$ cat config.mk
export PLATFORM = sky130hd
export DESIGN_NAME = fixed_block_pool_allocator_flat
export DESIGN_NICKNAME = d
export VERILOG_FILES = /design/src/rtl/fbpa_pkg.sv /design/src/rtl/fbpa_if.sv /design/src/rtl/fixed_block_pool_allocator.sv /design/src/rtl/fbpa_div.sv /design/src/flat_wrapper.sv
export VERILOG_INCLUDE_DIRS = /design/src /design/src/rtl
export SDC_FILE = /design/constraint.sdc
export NUM_CORES = 2
export LEC_CHECK = 0
export BUFFER_PORTS_ARGS = -buffer_cell sky130_fd_sc_hd__buf_4
export CAP_MARGIN = 10
export CORE_ASPECT_RATIO = 0.9
export CORE_MARGIN = 2
export CORE_UTILIZATION = 50
export CTS_CLUSTER_SIZE = 40
export DETAILED_ROUTE_END_ITERATION = 16
export GPL_ROUTABILITY_DRIVEN = 0
export PLACE_DENSITY = 0.69
export SLEW_MARGIN = 20
export SYNTH_ARGS = -nofsm -noshare
export SYNTH_HDL_FRONTEND = slang
export SYNTH_SLANG_ARGS = --single-unit
export TNS_END_PERCENT = 5
$ cat constraint.sdc
create_clock -name clk -period 19.4 [get_ports clk]
set_clock_uncertainty 0.1 [all_clocks]
set_input_delay 2.91 -clock clk [delete_from_list [all_inputs] [get_ports clk]]
set_output_delay 2.91 -clock clk [all_outputs]
set_load 0.005 [all_outputs]
$ cat src/rtl/fixed_block_pool_allocator_assert.svh
// assertion macros for the fixed block pool allocator
// used by the top level; expects clk and rst in scope
`ifndef FIXED_BLOCK_POOL_ALLOCATOR_ASSERT_SVH
`define FIXED_BLOCK_POOL_ALLOCATOR_ASSERT_SVH

// same-cycle implication
`define FBPA_ASSERT_NOW(label, ante, cons, msg) \
  label: assert property (@(posedge clk) disable iff (rst) (ante) |-> (cons)) \
    else $error(msg);

// next-cycle implication
`define FBPA_ASSERT_NEXT(label, ante, cons, msg) \
  label: assert property (@(posedge clk) disable iff (rst) (ante) |=> (cons)) \
    else $error(msg);

`endif

$ cat src/rtl/fbpa_pkg.sv
// shared types and constants for the fixed block pool allocator
// no dependencies
`timescale 1ns / 1ps

package fbpa_pkg;

  localparam int MAX_BLOCKS = 256;
  localparam int IDX_W      = $clog2(MAX_BLOCKS);
  localparam int CNT_W      = IDX_W + 1;
  localparam int ADDR_W     = 32;
  localparam int BYTES_W    = 16;
  localparam int OPCODE_W   = 2;
  localparam int STATUS_W   = 2;
  localparam int CFG_IDX_W  = 2;
  localparam int CFG_DATA_W = 32;
  localparam int PROD_W     = IDX_W + BYTES_W;
  localparam int DIV_CNT_W  = $clog2(ADDR_W);

  localparam logic [ADDR_W-1:0]  BASE_RESET   = '0;
  localparam logic [BYTES_W-1:0] BYTES_RESET  = BYTES_W'(64);
  localparam logic [CNT_W-1:0]   BLOCKS_RESET = CNT_W'(MAX_BLOCKS);

  typedef enum logic [OPCODE_W-1:0] {
    OP_ALLOC = 2'd0,
    OP_FREE  = 2'd1,
    OP_INIT  = 2'd2,
    OP_NOP   = 2'd3
  } opcode_t;

  typedef enum logic [STATUS_W-1:0] {
    STS_OK      = 2'd0,
    STS_EMPTY   = 2'd1,
    STS_FULL    = 2'd2,
    STS_OUTSIDE = 2'd3
  } status_t;

  typedef enum logic [CFG_IDX_W-1:0] {
    REG_BASE_ADDRESS  = 2'd0,
    REG_BLOCK_BYTES   = 2'd1,
    REG_BLOCKS_IN_USE = 2'd2
  } cfg_reg_t;

  typedef enum logic [2:0] {
    ST_IDLE,
    ST_FILL,
    ST_RD,
    ST_MUL,
    ST_DIV,
    ST_DONE
  } state_t;

  typedef struct packed {
    logic               start;
    logic [ADDR_W-1:0]  dividend;
    logic [BYTES_W-1:0] divisor;
  } div_req_t;

  typedef struct packed {
    logic              done;
    logic [ADDR_W-1:0] quotient;
  } div_rsp_t;

endpackage

$ cat src/rtl/fbpa_if.sv
// request and response channels of the fixed block pool allocator
// depends on fbpa_pkg
`timescale 1ns / 1ps

interface fbpa_req_if;
  import fbpa_pkg::*;

  logic                valid;
  logic                ready;
  logic [OPCODE_W-1:0] opcode;
  logic [ADDR_W-1:0]   free_address;

  modport source (output valid, output opcode, output free_address, input ready);
  modport sink   (input valid, input opcode, input free_address, output ready);
endinterface

interface fbpa_rsp_if;
  import fbpa_pkg::*;

  logic                valid;
  logic                ready;
  logic [STATUS_W-1:0] status;
  logic [ADDR_W-1:0]   block_address;
  logic [IDX_W-1:0]    block_index;
  logic [CNT_W-1:0]    free_blocks;

  modport source (output valid, output status, output block_address, output block_index,
                  output free_blocks, input ready);
  modport sink   (input valid, input status, input block_address, input block_index,
                  input free_blocks, output ready);
endinterface

$ cat src/rtl/fixed_block_pool_allocator.sv
// Fixed-size block pool allocator keeping free block indices on a 256-entry stack
// in a memory with one access per cycle. One transaction in, one transaction out; the block
// takes a new request only when idle. Allocate reads the stack, multiplies the index by
// the block size and adds the base; free runs the 32-step bit-serial divider that turns
// the address offset into a block index; an allocate on an empty pool or a free with
// zero block size goes straight to the result. Initialize writes one stack entry per
// cycle for blocks_in_use entries (clamped to 256); OP_NOP is a no-op. A finished result
// sits in an output register, so the next request is taken while it waits. Configuration
// is written through cfg_we/cfg_index/cfg_data and takes effect at once; the stack is
// rebuilt only by initialize. Out of reset the pool is empty until initialize.
// depends on fbpa_pkg, fbpa_if, fbpa_div and the assertion macro header
`timescale 1ns / 1ps

module fixed_block_pool_allocator (
  input  logic                                clk,
  input  logic                                rst,
  input  logic                                cfg_we,
  input  logic [fbpa_pkg::CFG_IDX_W-1:0]      cfg_index,
  input  logic [fbpa_pkg::CFG_DATA_W-1:0]     cfg_data,
  fbpa_req_if.sink                            req,
  fbpa_rsp_if.source                          rsp
);
  import fbpa_pkg::*;

  `include "fixed_block_pool_allocator_assert.svh"

  logic [ADDR_W-1:0]  base_address;
  logic [BYTES_W-1:0] block_bytes;
  logic [CNT_W-1:0]   blocks_in_use;

  state_t             state, state_next;
  logic [CNT_W-1:0]   top, top_next;
  logic [CNT_W-1:0]   fill_cnt, fill_cnt_next;
  status_t            res_status, res_status_next;
  logic [ADDR_W-1:0]  res_addr, res_addr_next;
  logic [IDX_W-1:0]   res_index, res_index_next;
  logic [PROD_W-1:0]  prod;

  logic               out_valid, out_valid_next;
  logic               out_load;
  status_t            out_status;
  logic [ADDR_W-1:0]  out_addr;
  logic [IDX_W-1:0]   out_index;
  logic [CNT_W-1:0]   out_free;

  logic [IDX_W-1:0]   mem [MAX_BLOCKS];
  logic               mem_we;
  logic [IDX_W-1:0]   mem_waddr;
  logic [IDX_W-1:0]   mem_wdata;
  logic               mem_re;
  logic [IDX_W-1:0]   mem_raddr;
  logic [IDX_W-1:0]   rd_data;

  logic [CNT_W-1:0]   active_n;
  logic [CNT_W-1:0]   fill_val;
  logic               accept;
  div_req_t           div_req;
  div_rsp_t           div_rsp;

  // configuration
  always_ff @(posedge clk) begin
    if (rst) begin
      base_address  <= BASE_RESET;
      block_bytes   <= BYTES_RESET;
      blocks_in_use <= BLOCKS_RESET;
    end else if (cfg_we) begin
      case (cfg_reg_t'(cfg_index))
        REG_BASE_ADDRESS:  base_address  <= cfg_data[ADDR_W-1:0];
        REG_BLOCK_BYTES:   block_bytes   <= cfg_data[BYTES_W-1:0];
        REG_BLOCKS_IN_USE: blocks_in_use <= cfg_data[CNT_W-1:0];
        default: ;
      endcase
    end
  end

  assign active_n  = (blocks_in_use > CNT_W'(MAX_BLOCKS)) ? CNT_W'(MAX_BLOCKS) : blocks_in_use;
  assign fill_val  = active_n - fill_cnt - 1'b1;
  assign req.ready = (state == ST_IDLE);
  assign accept    = req.valid && req.ready;

  fbpa_div u_div (
    .clk (clk),
    .rst (rst),
    .req (div_req),
    .rsp (div_rsp)
  );

  always_comb begin
    state_next      = state;
    top_next        = top;
    fill_cnt_next   = fill_cnt;
    res_status_next = res_status;
    res_addr_next   = res_addr;
    res_index_next  = res_index;
    out_valid_next  = out_valid && !rsp.ready;
    out_load        = 1'b0;
    mem_we          = 1'b0;
    mem_waddr       = fill_cnt[IDX_W-1:0];
    mem_wdata       = fill_val[IDX_W-1:0];
    mem_re          = 1'b0;
    mem_raddr       = IDX_W'(top - 1'b1);
    div_req.start    = 1'b0;
    div_req.dividend = req.free_address - base_address;
    div_req.divisor  = block_bytes;

    case (state)
      ST_IDLE: begin
        if (accept) begin
          res_status_next = STS_OK;
          res_addr_next   = '0;
          res_index_next  = '0;
          case (opcode_t'(req.opcode))
            OP_ALLOC: begin
              if (top == '0) begin
                res_status_next = STS_EMPTY;
                state_next      = ST_DONE;
              end else begin
                mem_re     = 1'b1;
                top_next   = top - 1'b1;
                state_next = ST_RD;
              end
            end
            OP_FREE: begin
              if (block_bytes == '0) begin
                res_status_next = STS_OUTSIDE;
                state_next      = ST_DONE;
              end else begin
                div_req.start = 1'b1;
                state_next    = ST_DIV;
              end
            end
            OP_INIT: begin
              fill_cnt_next = '0;
              if (active_n == '0) begin
                top_next   = '0;
                state_next = ST_DONE;
              end else begin
                state_next = ST_FILL;
              end
            end
            default: begin
              state_next = ST_DONE;
            end
          endcase
        end
      end
      ST_FILL: begin
        mem_we        = 1'b1;
        fill_cnt_next = fill_cnt + 1'b1;
        if (fill_cnt == active_n - 1'b1) begin
          top_next   = active_n;
          state_next = ST_DONE;
        end
      end
      ST_RD: begin
        res_index_next = rd_data;
        state_next     = ST_MUL;
      end
      ST_MUL: begin
        res_addr_next = base_address + ADDR_W'(prod);
        state_next    = ST_DONE;
      end
      ST_DIV: begin
        if (div_rsp.done) begin
          state_next = ST_DONE;
          if (div_rsp.quotient >= ADDR_W'(active_n)) begin
            res_status_next = STS_OUTSIDE;
          end else if (top >= active_n) begin
            res_status_next = STS_FULL;
          end else begin
            mem_we         = 1'b1;
            mem_waddr      = top[IDX_W-1:0];
            mem_wdata      = div_rsp.quotient[IDX_W-1:0];
            top_next       = top + 1'b1;
            res_index_next = div_rsp.quotient[IDX_W-1:0];
          end
        end
      end
      ST_DONE: begin
        if (!out_valid || rsp.ready) begin
          out_load       = 1'b1;
          out_valid_next = 1'b1;
          state_next     = ST_IDLE;
        end
      end
      default: begin
        state_next = ST_IDLE;
      end
    endcase
  end

  always_ff @(posedge clk) begin
    if (rst) begin
      state     <= ST_IDLE;
      top       <= '0;
      fill_cnt  <= '0;
      out_valid <= 1'b0;
    end else begin
      state     <= state_next;
      top       <= top_next;
      fill_cnt  <= fill_cnt_next;
      out_valid <= out_valid_next;
    end
  end

  always_ff @(posedge clk) begin
    res_status <= res_status_next;
    res_addr   <= res_addr_next;
    res_index  <= res_index_next;
    if (state == ST_RD) begin
      prod <= rd_data * block_bytes;
    end
    if (out_load) begin
      out_status <= res_status;
      out_addr   <= res_addr;
      out_index  <= res_index;
      out_free   <= top;
    end
  end

  // free index stack
  always_ff @(posedge clk) begin
    if (mem_we) begin
      mem[mem_waddr] <= mem_wdata;
    end
    if (mem_re) begin
      rd_data <= mem[mem_raddr];
    end
  end

  assign rsp.valid         = out_valid;
  assign rsp.status        = out_status;
  assign rsp.block_address = out_addr;
  assign rsp.block_index   = out_index;
  assign rsp.free_blocks   = out_free;

  `FBPA_ASSERT_NOW(a_top_bound, 1'b1, top <= CNT_W'(MAX_BLOCKS), "stack top beyond capacity")
  `FBPA_ASSERT_NOW(a_empty_count, rsp.valid && rsp.status == STS_EMPTY,
    rsp.free_blocks == '0, "empty status with free blocks left")
  `FBPA_ASSERT_NEXT(a_alloc_pop, accept && req.opcode == OP_ALLOC && top != '0,
    top == $past(top) - 1'b1, "allocate did not pop one entry")
  `FBPA_ASSERT_NOW(a_div_owner, div_rsp.done, state == ST_DIV, "divider done outside free")

endmodule

$ cat src/rtl/fbpa_div.sv
// iterative restoring divider, one quotient bit per cycle
// depends on fbpa_pkg
`timescale 1ns / 1ps

module fbpa_div (
  input  logic               clk,
  input  logic               rst,
  input  fbpa_pkg::div_req_t req,
  output fbpa_pkg::div_rsp_t rsp
);
  import fbpa_pkg::*;

  logic                 running;
  logic                 done;
  logic [DIV_CNT_W-1:0] cnt;
  logic [BYTES_W-1:0]   rem;
  logic [BYTES_W-1:0]   divisor;
  logic [ADDR_W-1:0]    quo;
  logic [BYTES_W:0]     shifted;
  logic [BYTES_W:0]     trial;
  logic                 fits;

  assign shifted = {rem, quo[ADDR_W-1]};
  assign trial   = shifted - {1'b0, divisor};
  assign fits    = (shifted >= {1'b0, divisor});

  always_ff @(posedge clk) begin
    if (rst) begin
      running <= 1'b0;
      done    <= 1'b0;
      cnt     <= '0;
    end else begin
      done <= running && (cnt == DIV_CNT_W'(ADDR_W - 1));
      if (req.start) begin
        running <= 1'b1;
        cnt     <= '0;
      end else if (running) begin
        cnt <= cnt + 1'b1;
        if (cnt == DIV_CNT_W'(ADDR_W - 1)) begin
          running <= 1'b0;
        end
      end
    end
  end

  always_ff @(posedge clk) begin
    if (req.start) begin
      quo     <= req.dividend;
      rem     <= '0;
      divisor <= req.divisor;
    end else if (running) begin
      rem <= fits ? trial[BYTES_W-1:0] : shifted[BYTES_W-1:0];
      quo <= {quo[ADDR_W-2:0], fits};
    end
  end

  assign rsp.done     = done;
  assign rsp.quotient = quo;

endmodule
$ cat src/flat_wrapper.sv
// flat-port wrapper written by rule: the top's interface ports become plain ports
module fixed_block_pool_allocator_flat import fbpa_pkg::*;
  (clk, rst, cfg_we, cfg_index, cfg_data, req_valid, req_opcode, req_free_address, req_ready, rsp_valid, rsp_status, rsp_block_address, rsp_block_index, rsp_free_blocks, rsp_ready);
  fbpa_req_if req_i ();
  fbpa_rsp_if rsp_i ();
  input  logic clk;
  input  logic rst;
  input  logic cfg_we;
  input  logic [fbpa_pkg::CFG_IDX_W-1:0] cfg_index;
  input  logic [fbpa_pkg::CFG_DATA_W-1:0] cfg_data;
  input wire logic [$bits(req_i.valid)-1:0] req_valid;
  input wire logic [$bits(req_i.opcode)-1:0] req_opcode;
  input wire logic [$bits(req_i.free_address)-1:0] req_free_address;
  output wire logic [$bits(req_i.ready)-1:0] req_ready;
  output wire logic [$bits(rsp_i.valid)-1:0] rsp_valid;
  output wire logic [$bits(rsp_i.status)-1:0] rsp_status;
  output wire logic [$bits(rsp_i.block_address)-1:0] rsp_block_address;
  output wire logic [$bits(rsp_i.block_index)-1:0] rsp_block_index;
  output wire logic [$bits(rsp_i.free_blocks)-1:0] rsp_free_blocks;
  input wire logic [$bits(rsp_i.ready)-1:0] rsp_ready;
  assign req_i.valid = req_valid;
  assign req_i.opcode = req_opcode;
  assign req_i.free_address = req_free_address;
  assign req_ready = req_i.ready;
  assign rsp_valid = rsp_i.valid;
  assign rsp_status = rsp_i.status;
  assign rsp_block_address = rsp_i.block_address;
  assign rsp_block_index = rsp_i.block_index;
  assign rsp_free_blocks = rsp_i.free_blocks;
  assign rsp_i.ready = rsp_ready;
  fixed_block_pool_allocator u_core (.clk(clk), .rst(rst), .cfg_we(cfg_we), .cfg_index(cfg_index), .cfg_data(cfg_data), .req(req_i), .rsp(rsp_i));
endmodule
## Word level (Yosys, flattened, before mapping)

Memories as Yosys holds them, arrays and structs flattened. A register that Yosys moved wholly into a read port is not among the register bits.
Cells that the tools add are included.

| word-level totals | value |
|---|---|
| logic and storage cells | 156 |
| memories kept | 1 |
| latch bits | 0 |
| register bits after elaboration | 267 |
| bits in read-only memories | 0 |
| output and inout bits | 53 |
| bits in writable memories | 2,048 |
| bits of input ports | 73 |

Memories:

| memory | depth | bits a word | rd ports | clocked after Yosys merged registers in | wr ports | line | text |
|---|---|---|---|---|---|---|---|
| u_core.mem | 256 | 8 | 1 | 1 | 1 | fixed_block_pool_allocator.sv:46 | `logic [IDX_W-1:0] mem [MAX_BLOCKS];` |

| operators by class | value |
|---|---|
| multipliers | 1 |
| multiplexer cells | 69 |
| reduce and logical (&&, ||, !) cells | 28 |
| order comparisons | 4 |
| $add $sub $neg | 10 |
| eq/ne operators | 22 |
| div/mod/pow operators | 0 |
| shift operators | 0 |
| bitwise gates (word level) | 0 |

Operator list:

| cell | count |
|---|---|
| 32-bit 2-to-1 mux | 3 |
| 8-bit 2-to-1 mux | 12 |
| 9-bit 2-to-1 mux | 10 |
| 32-bit one-hot mux with 2 select lines | 1 |
| 9-bit one-hot mux with 2 select lines | 2 |
| 32-bit by 24-bit adder with 32-bit output | 1 |
| 32-bit by 9-bit >= comparator with 1-bit output | 1 |
| 32-bit subtractor | 1 |
| 9-bit one-hot mux with 3 select lines | 1 |
| 8-bit by 16-bit multiplier with 24-bit output | 1 |
| 8-bit one-hot mux with 3 select lines | 1 |
| 1-bit 2-to-1 mux | 22 |
| 9-bit by 1-bit adder with 9-bit output, second input constant | 2 |
| 9-bit zero test | 2 |
| 3-bit 2-to-1 mux | 6 |
| 3-bit one-hot mux with 6 select lines | 1 |
| 9-bit by 1-bit subtractor with 9-bit output, second input constant | 2 |
| 17-bit by 16-bit >= comparator with 1-bit output | 1 |
| 16-bit zero test | 1 |
| 16-bit 2-to-1 mux | 1 |
| 16-bit subtractor | 1 |
| 2-bit 2-to-1 mux | 5 |
| 2-bit != test, second input constant | 5 |
| 9-bit == test | 1 |
| other kinds (30) | 50 |

## Depth between registers and ports, before layout

| logic depth | value |
|---|---|
| depth in word-level cells | 9 |
| mapped depth | 18 |
| depth with buffers taken out | 17 |

## Hierarchy

Synthesis repeated with hierarchy kept, for this count alone.

| second synthesis, totals | value |
|---|---|
| cells, all modules | 5,285 |
| area, all modules | 98,375.6 um2 |

Modules (own cells, without submodules):

| module | cells each | area an instance (um2) | times used | seq. area each (um2) |
|---|---|---|---|---|
| fixed_block_pool_allocator | 4,938 | 94,520.7 | 1 | 66,834.1 |
| fbpa_div | 347 | 3,854.9 | 1 | 1,901.8 |

## Worst setup path after synthesis

OpenSTA, ideal clock, no wires.

| timing | value |
|---|---|
| kind | flip-flop to flip-flop |
| start | reg u_core.blocks_in_use[8] |
| end | mem u_core.mem[0][0] (netlist name) (data pin) |
| setup slack | 4.384 ns |
| clock period less this slack | 15.016 ns |
| cell stages (with the launch flop) | 16 |
| data arrival time | 12.727 ns |
| buffers on the path | 4 |
| data required time | 17.111 ns |
| setup time | 2.189 ns |
| cells stage by stage | dfxtp_1 clkbuf_1 inv_1 clkbuf_1 nand2_1 inv_1 ha_1 nand2b_1 a21o_1 a21o_1 a21oi_1 o211a_1 nand3_1 clkbuf_1 clkbuf_1 o21ai_0 |

| between the ends | value |
|---|---|
| cells in the longest elaborated chain, start to end | 8 |
| elaborated cells on any way between the ends | 10 |
| those cells by class | add/sub: 2; order compare: 3; mux: 5 |

Ends and longest elaborated chain:

| item | line | text |
|---|---|---|
| from (decl) | fixed_block_pool_allocator.sv:29 | `logic [CNT_W-1:0] blocks_in_use;` |
| from (signal assigned) | fixed_block_pool_allocator.sv:70 | `REG_BLOCKS_IN_USE: blocks_in_use <= cfg_data[CNT_W-1:0];` |
| 9-bit greater-than comparator | fixed_block_pool_allocator.sv:76 | `assign active_n = (blocks_in_use > CNT_W'(MAX_BLOCKS)) ? CNT_W'(MAX_BLOCKS) : blocks_in_use;` |
| 9-bit 2-to-1 mux (*) | fixed_block_pool_allocator.sv:76 |  |
| 8-bit subtractor | fixed_block_pool_allocator.sv:77 | `assign fill_val = active_n - fill_cnt - 1'b1;` |
| 8-bit by 1-bit subtractor with 8-bit output | fixed_block_pool_allocator.sv:77 |  |
| 8-bit 2-to-1 mux | fixed_block_pool_allocator.sv:168 | `end else if (top >= active_n) begin` |
| 8-bit 2-to-1 mux | fixed_block_pool_allocator.sv:166 | `if (div_rsp.quotient >= ADDR_W'(active_n)) begin` |
| 8-bit 2-to-1 mux | fixed_block_pool_allocator.sv:164 | `if (div_rsp.done) begin` |
| 8-bit 2-to-1 mux (*) | fixed_block_pool_allocator.sv:106 | `case (state)` |
| via u_core.mem_wdata[0] | fixed_block_pool_allocator.sv:49 | `logic [IDX_W-1:0] mem_wdata;` |
| to (decl) | fixed_block_pool_allocator.sv:46 |  |

The timed path passes the listed nets; every way through them passes the cells marked *.

## Final worst setup path

| timing | value |
|---|---|
| start | reg u_core.top[0] |
| end | mem u_core.mem[200][5] (netlist name) (data pin) |

| between the ends | value |
|---|---|
| cells in the longest elaborated chain, start to end | 5 |

Ends and longest elaborated chain:

| item | line | text |
|---|---|---|
| from (decl) | fixed_block_pool_allocator.sv:32 | `logic [CNT_W-1:0] top, top_next;` |
| from (signal assigned) | fixed_block_pool_allocator.sv:200 | `top <= top_next;` |
| 9-bit >= comparator | fixed_block_pool_allocator.sv:168 |  |
| 8-bit 2-to-1 mux | fixed_block_pool_allocator.sv:168 |  |
| 8-bit 2-to-1 mux | fixed_block_pool_allocator.sv:166 |  |
| 8-bit 2-to-1 mux | fixed_block_pool_allocator.sv:164 |  |
| 8-bit 2-to-1 mux | fixed_block_pool_allocator.sv:106 |  |
| via u_core.mem_wdata[5] | fixed_block_pool_allocator.sv:49 |  |

The timed path passes the listed nets, and every way through them passes these cells.

==> results.py <==
metrics = {
    "final_layout": {
        "fin_area_um2": 110000,
        "drive_above_1_share_pct": 22.6,
        "nets": 5822,
        "instances_no_fill": 8263,
        "syn_to_final_growth_pct": 11.6,
        "fin_util_pct": 56.2,
    },
    "min_path": {
        "hp-class": "flip-flop to flip-flop",
    },
    "power_and_ir_drop": {
        "p_sw_mw": 2.28,
        "power_frac_clock_pct": 41.0,
        "pwr-share-seq_pct": 53.3,
        "vdd_drop_max_v": 0.0000956,
        "p_per_area_nw_per_um2": 95.2,
        "power_mw": 10.5,
        "p_int_mw": 8.20,
        "switching_share_pct": 21.8,
        "comb_power_share_pct": 5.7,
        "p_leak_nw": 35.4,
    },
    "critical_path": {
        "crit_type": "flip-flop to flip-flop",
        "worstPathRequired_ns": 19.85,
        "cp.arrival_ns": 7.06,
        "cp_slowest_stage_delay_ns": 1.06,
        "startpoint_type": "flip-flop",
        "cp_slowest_cell": "a21oi_4",
        "worstSetupEndpointType": "flip-flop",
        "path_max_fanout": 74,
        "timing.critical_path.cells": "inv_1, ha_1, nand2b_1, a21o_1, a21o_1, a31oi_1, o21ba_2, nand3_2, a21oi_4, buf_4, buf_4",
    },
    "die": {
        "fp-row-count": 154,
        "fp.dieH_um": 425,
        "dieWidth_um": 472,
        "core_um2": 196000,
        "initial_core_util_pct": 50.3,
        "die-area_um2": 201000,
        "io_pins": 126,
    },
    "route": {
        "drtIter0Drc": 6639,
        "ant_nets": 0,
        "drc": 0,
        "firstDrtPassIters": 8,
        "viasPerCell": 6.30,
        "wl_per_cell_um": 29.2,
        "dr_total_vias": 52000,
        "top_layer": "met5",
        "wl_met2_um": 116000,
        "routed_wl_um": 241000,
        "dr_wl_met3_um": 20900,
        "wl_met1_um": 97100,
    },
    "place": {
        "placed_cells": 7868,
        "place_ws_ns": 12.89,
        "dp_hpwl_um": 149000,
        "post_dp_cell_area_um2": 103000,
        "numPortBuffers": 125,
    },
    "synthesis": {
        "synth_edf_count": 2221,
        "synth_area_per_cell_um2": 18.4,
        "syn_nets": 5662,
        "ys_seq_elements": 2323,
        "synthDistinctLibCells": 81,
        "syn_area_um2": 98700,
        "synth-async-reset-ratio_pct": 0,
        "ys_seq_area_share_pct": 69.7,
        "syn_inst": 5354,
        "yosysWarnings": 0,
        "ys.flop_type": "edfxtp_1",
    },
    "global_route": {
        "grt_pass1_wl_um": 356000,
        "grt_usage_pct": 24.1,
        "grt_antenna_before_repair": 13,
        "grt.overflow.total": 0,
        "grt_max_degree": 257,
        "grt_pass1_vias": 51600,
    },
    "cts": {
        "insertion_delay_ns": 0.88,
        "cts.sinks": 2323,
        "cts_hold_buf": 0,
        "numCtsBuffers": 217,
        "post_cts_buffers": 0,
        "clock-root-buffer": "clkbuf_16",
        "htree_levels": 4,
        "cts_resized": 0,
        "tritoncts": "built",
        "clock_path_buffers": 3,
        "path_clk_slew_ns": 0.06,
    },
    "timing": {
        "setup_slack_ns": 12.78,
        "finalCritPeriodShare_pct": 34.1,
        "rsz0062_at_grt": "no",
        "tightest_slew_ns": 1.28,
        "holdWs_ns": 0.318,
        "tns_ns": 0,
        "fmax_ghz": 0.151,
        "hold_viol": 0,
        "layout_min_cycle_time_ns": 6.62,
        "maxSlewHeadroom_pct": 14.2,
        "setup_viol_count_final": 0,
        "slew_viol_final": 0,
    },
    "job": {
        "max_cap_violations": 0,
    },
    "run_status": {
        "status": "completed",
    },
}
-- final cells by class --
class / count / area (um2)
sequential: 2323 / 68700
timing repair buffer: 217 / 1750
clock buffer: 270 / 5730
antenna: 3 / 7.51
multi-input combinational: 2563 / 28500
inverter: 192 / 721
clock inverter: 121 / 1420
tap: 2574 / 3220
fill: 14500 / 85900
-- cells in the mapped netlist (6+ instances only) --
library cell	instances	area [um2]
buf_1	16	60.1
o21a_1	13	97.6
nor2_1	388	1460
a211oi_1	22	165
a211o_1	7	61.3
a31oi_1	25	156
clkbuf_1	198	743
or4_1	7	52.6
nor3b_1	12	90.1
or3_1	25	156
or2_2	8	50.1
nor2b_1	23	144
a21oi_1	138	691
o31ai_1	22	165
mux4_2	680	15300
nand4_1	16	100
o22ai_1	6	37.5
dfxtp_1	102	2040
nand3_1	35	175
nor3_1	58	290
buf_2	59	295
inv_1	190	713
o2111ai_1	12	105
nand2b_1	25	156
xnor2_1	49	429
a22oi_1	9	67.6
a21o_1	21	158
fa_1	88	1760
and2_1	96	601
nand3b_1	11	82.6
edfxtp_1	2221	66700
a22o_1	9	78.8
o21bai_1	15	113
and3_1	20	125
o211ai_1	16	120
nor4_1	21	131
xor2_1	29	254
nand2_1	270	1010
ha_1	147	1840
o21ai_0	103	515
a32oi_1	19	166
mux2i_1	39	390
-- layout by cell type, fill, tap and decap left out, types with 19 or more instances in the layout --
cell,count
a211oi_1,22
a21o_1,21
a21oi_1,134
a31oi_1,24
and2_1,96
and3_1,19
buf_4,205
bufinv_16,25
clkbuf_1,47
clkbuf_16,221
clkinv_1,44
clkinv_2,35
dfxtp_1,101
edfxtp_1,2221
fa_1,88
ha_1,146
inv_1,190
mux2i_1,31
mux4_2,680
nand2_1,269
nand2b_1,25
nand3_1,33
nor2_1,374
nor2b_1,23
nor3_1,57
nor4_1,20
o21ai_0,99
o31ai_1,22
or3_1,25
xnor2_1,45
xor2_1,29
-- cells by family after synthesis --
group	after synthesis	share of synthesized area [%]
flip-flops	2323	69.7
AND/OR/NAND/NOR	1036	4.90
multiplexers	722	16.0
AO/OA/AOI/OAI	491	3.24
buffers and inverters	468	1.87
adder cells (fa/ha/maj)	235	3.65
XOR/XNOR	79	0.716
-- routing by layer --
metal,track usage [%],up-vias
li1,-,21800
met2,38.1,2377
met3,4.49,421
met4,7.31,8
met5,0,-
met1,34.7,27500
-- sequential cells by signal (all words and copies together), names as in the netlist, 24 cells and up --
name	count
u_core.mem	2048
u_core.u_div.quo	32
u_core.base_address	32
u_core.prod	24
u_core.res_addr	32
u_core.rsp.block_address	32
-- path summary, 6_finish.rpt --
path | from | endpoint | slack [ns] | cells after the start
setup / recovery | u_core.top[0]$_SDFFE_PP0P_ | u_core.mem[200][5]$_DFFE_PP_ | 12.78 | 11
hold / removal | u_core.res_status[1]$_SDFFCE_PN1P_ | u_core.rsp.status[1]$_DFFE_PP_ | 0.32 | 0
setup reg to reg | u_core.top[0]$_SDFFE_PP0P_ | u_core.mem[200][5]$_DFFE_PP_ | 12.78 | 11
hold reg to reg | u_core.res_status[1]$_SDFFCE_PN1P_ | u_core.rsp.status[1]$_DFFE_PP_ | 0.32 | 0
-- worst max-delay path, delay by kind of cell (launching register included) --
family,cells,cell delay [ns]
fa+ha+maj,1,0.38
flops,1,0.96
compound gates,5,1.93
buf+inv,3,1.80
simple gates,2,0.92
-- power groups by stage --
stage          Clock [mW]  Combinational [mW]  Sequential, mW
6_report             4.30               0.598            5.58
5_1_grt              4.54               0.654            5.58
4_1_cts              4.35               0.597            5.58
3_5_place_dp            0               0.593            5.69
3_3_place_gp            0               0.582            5.68
2_1_floorplan           0               0.401            5.70
Note: power is estimated with default switching activity, not from simulation.
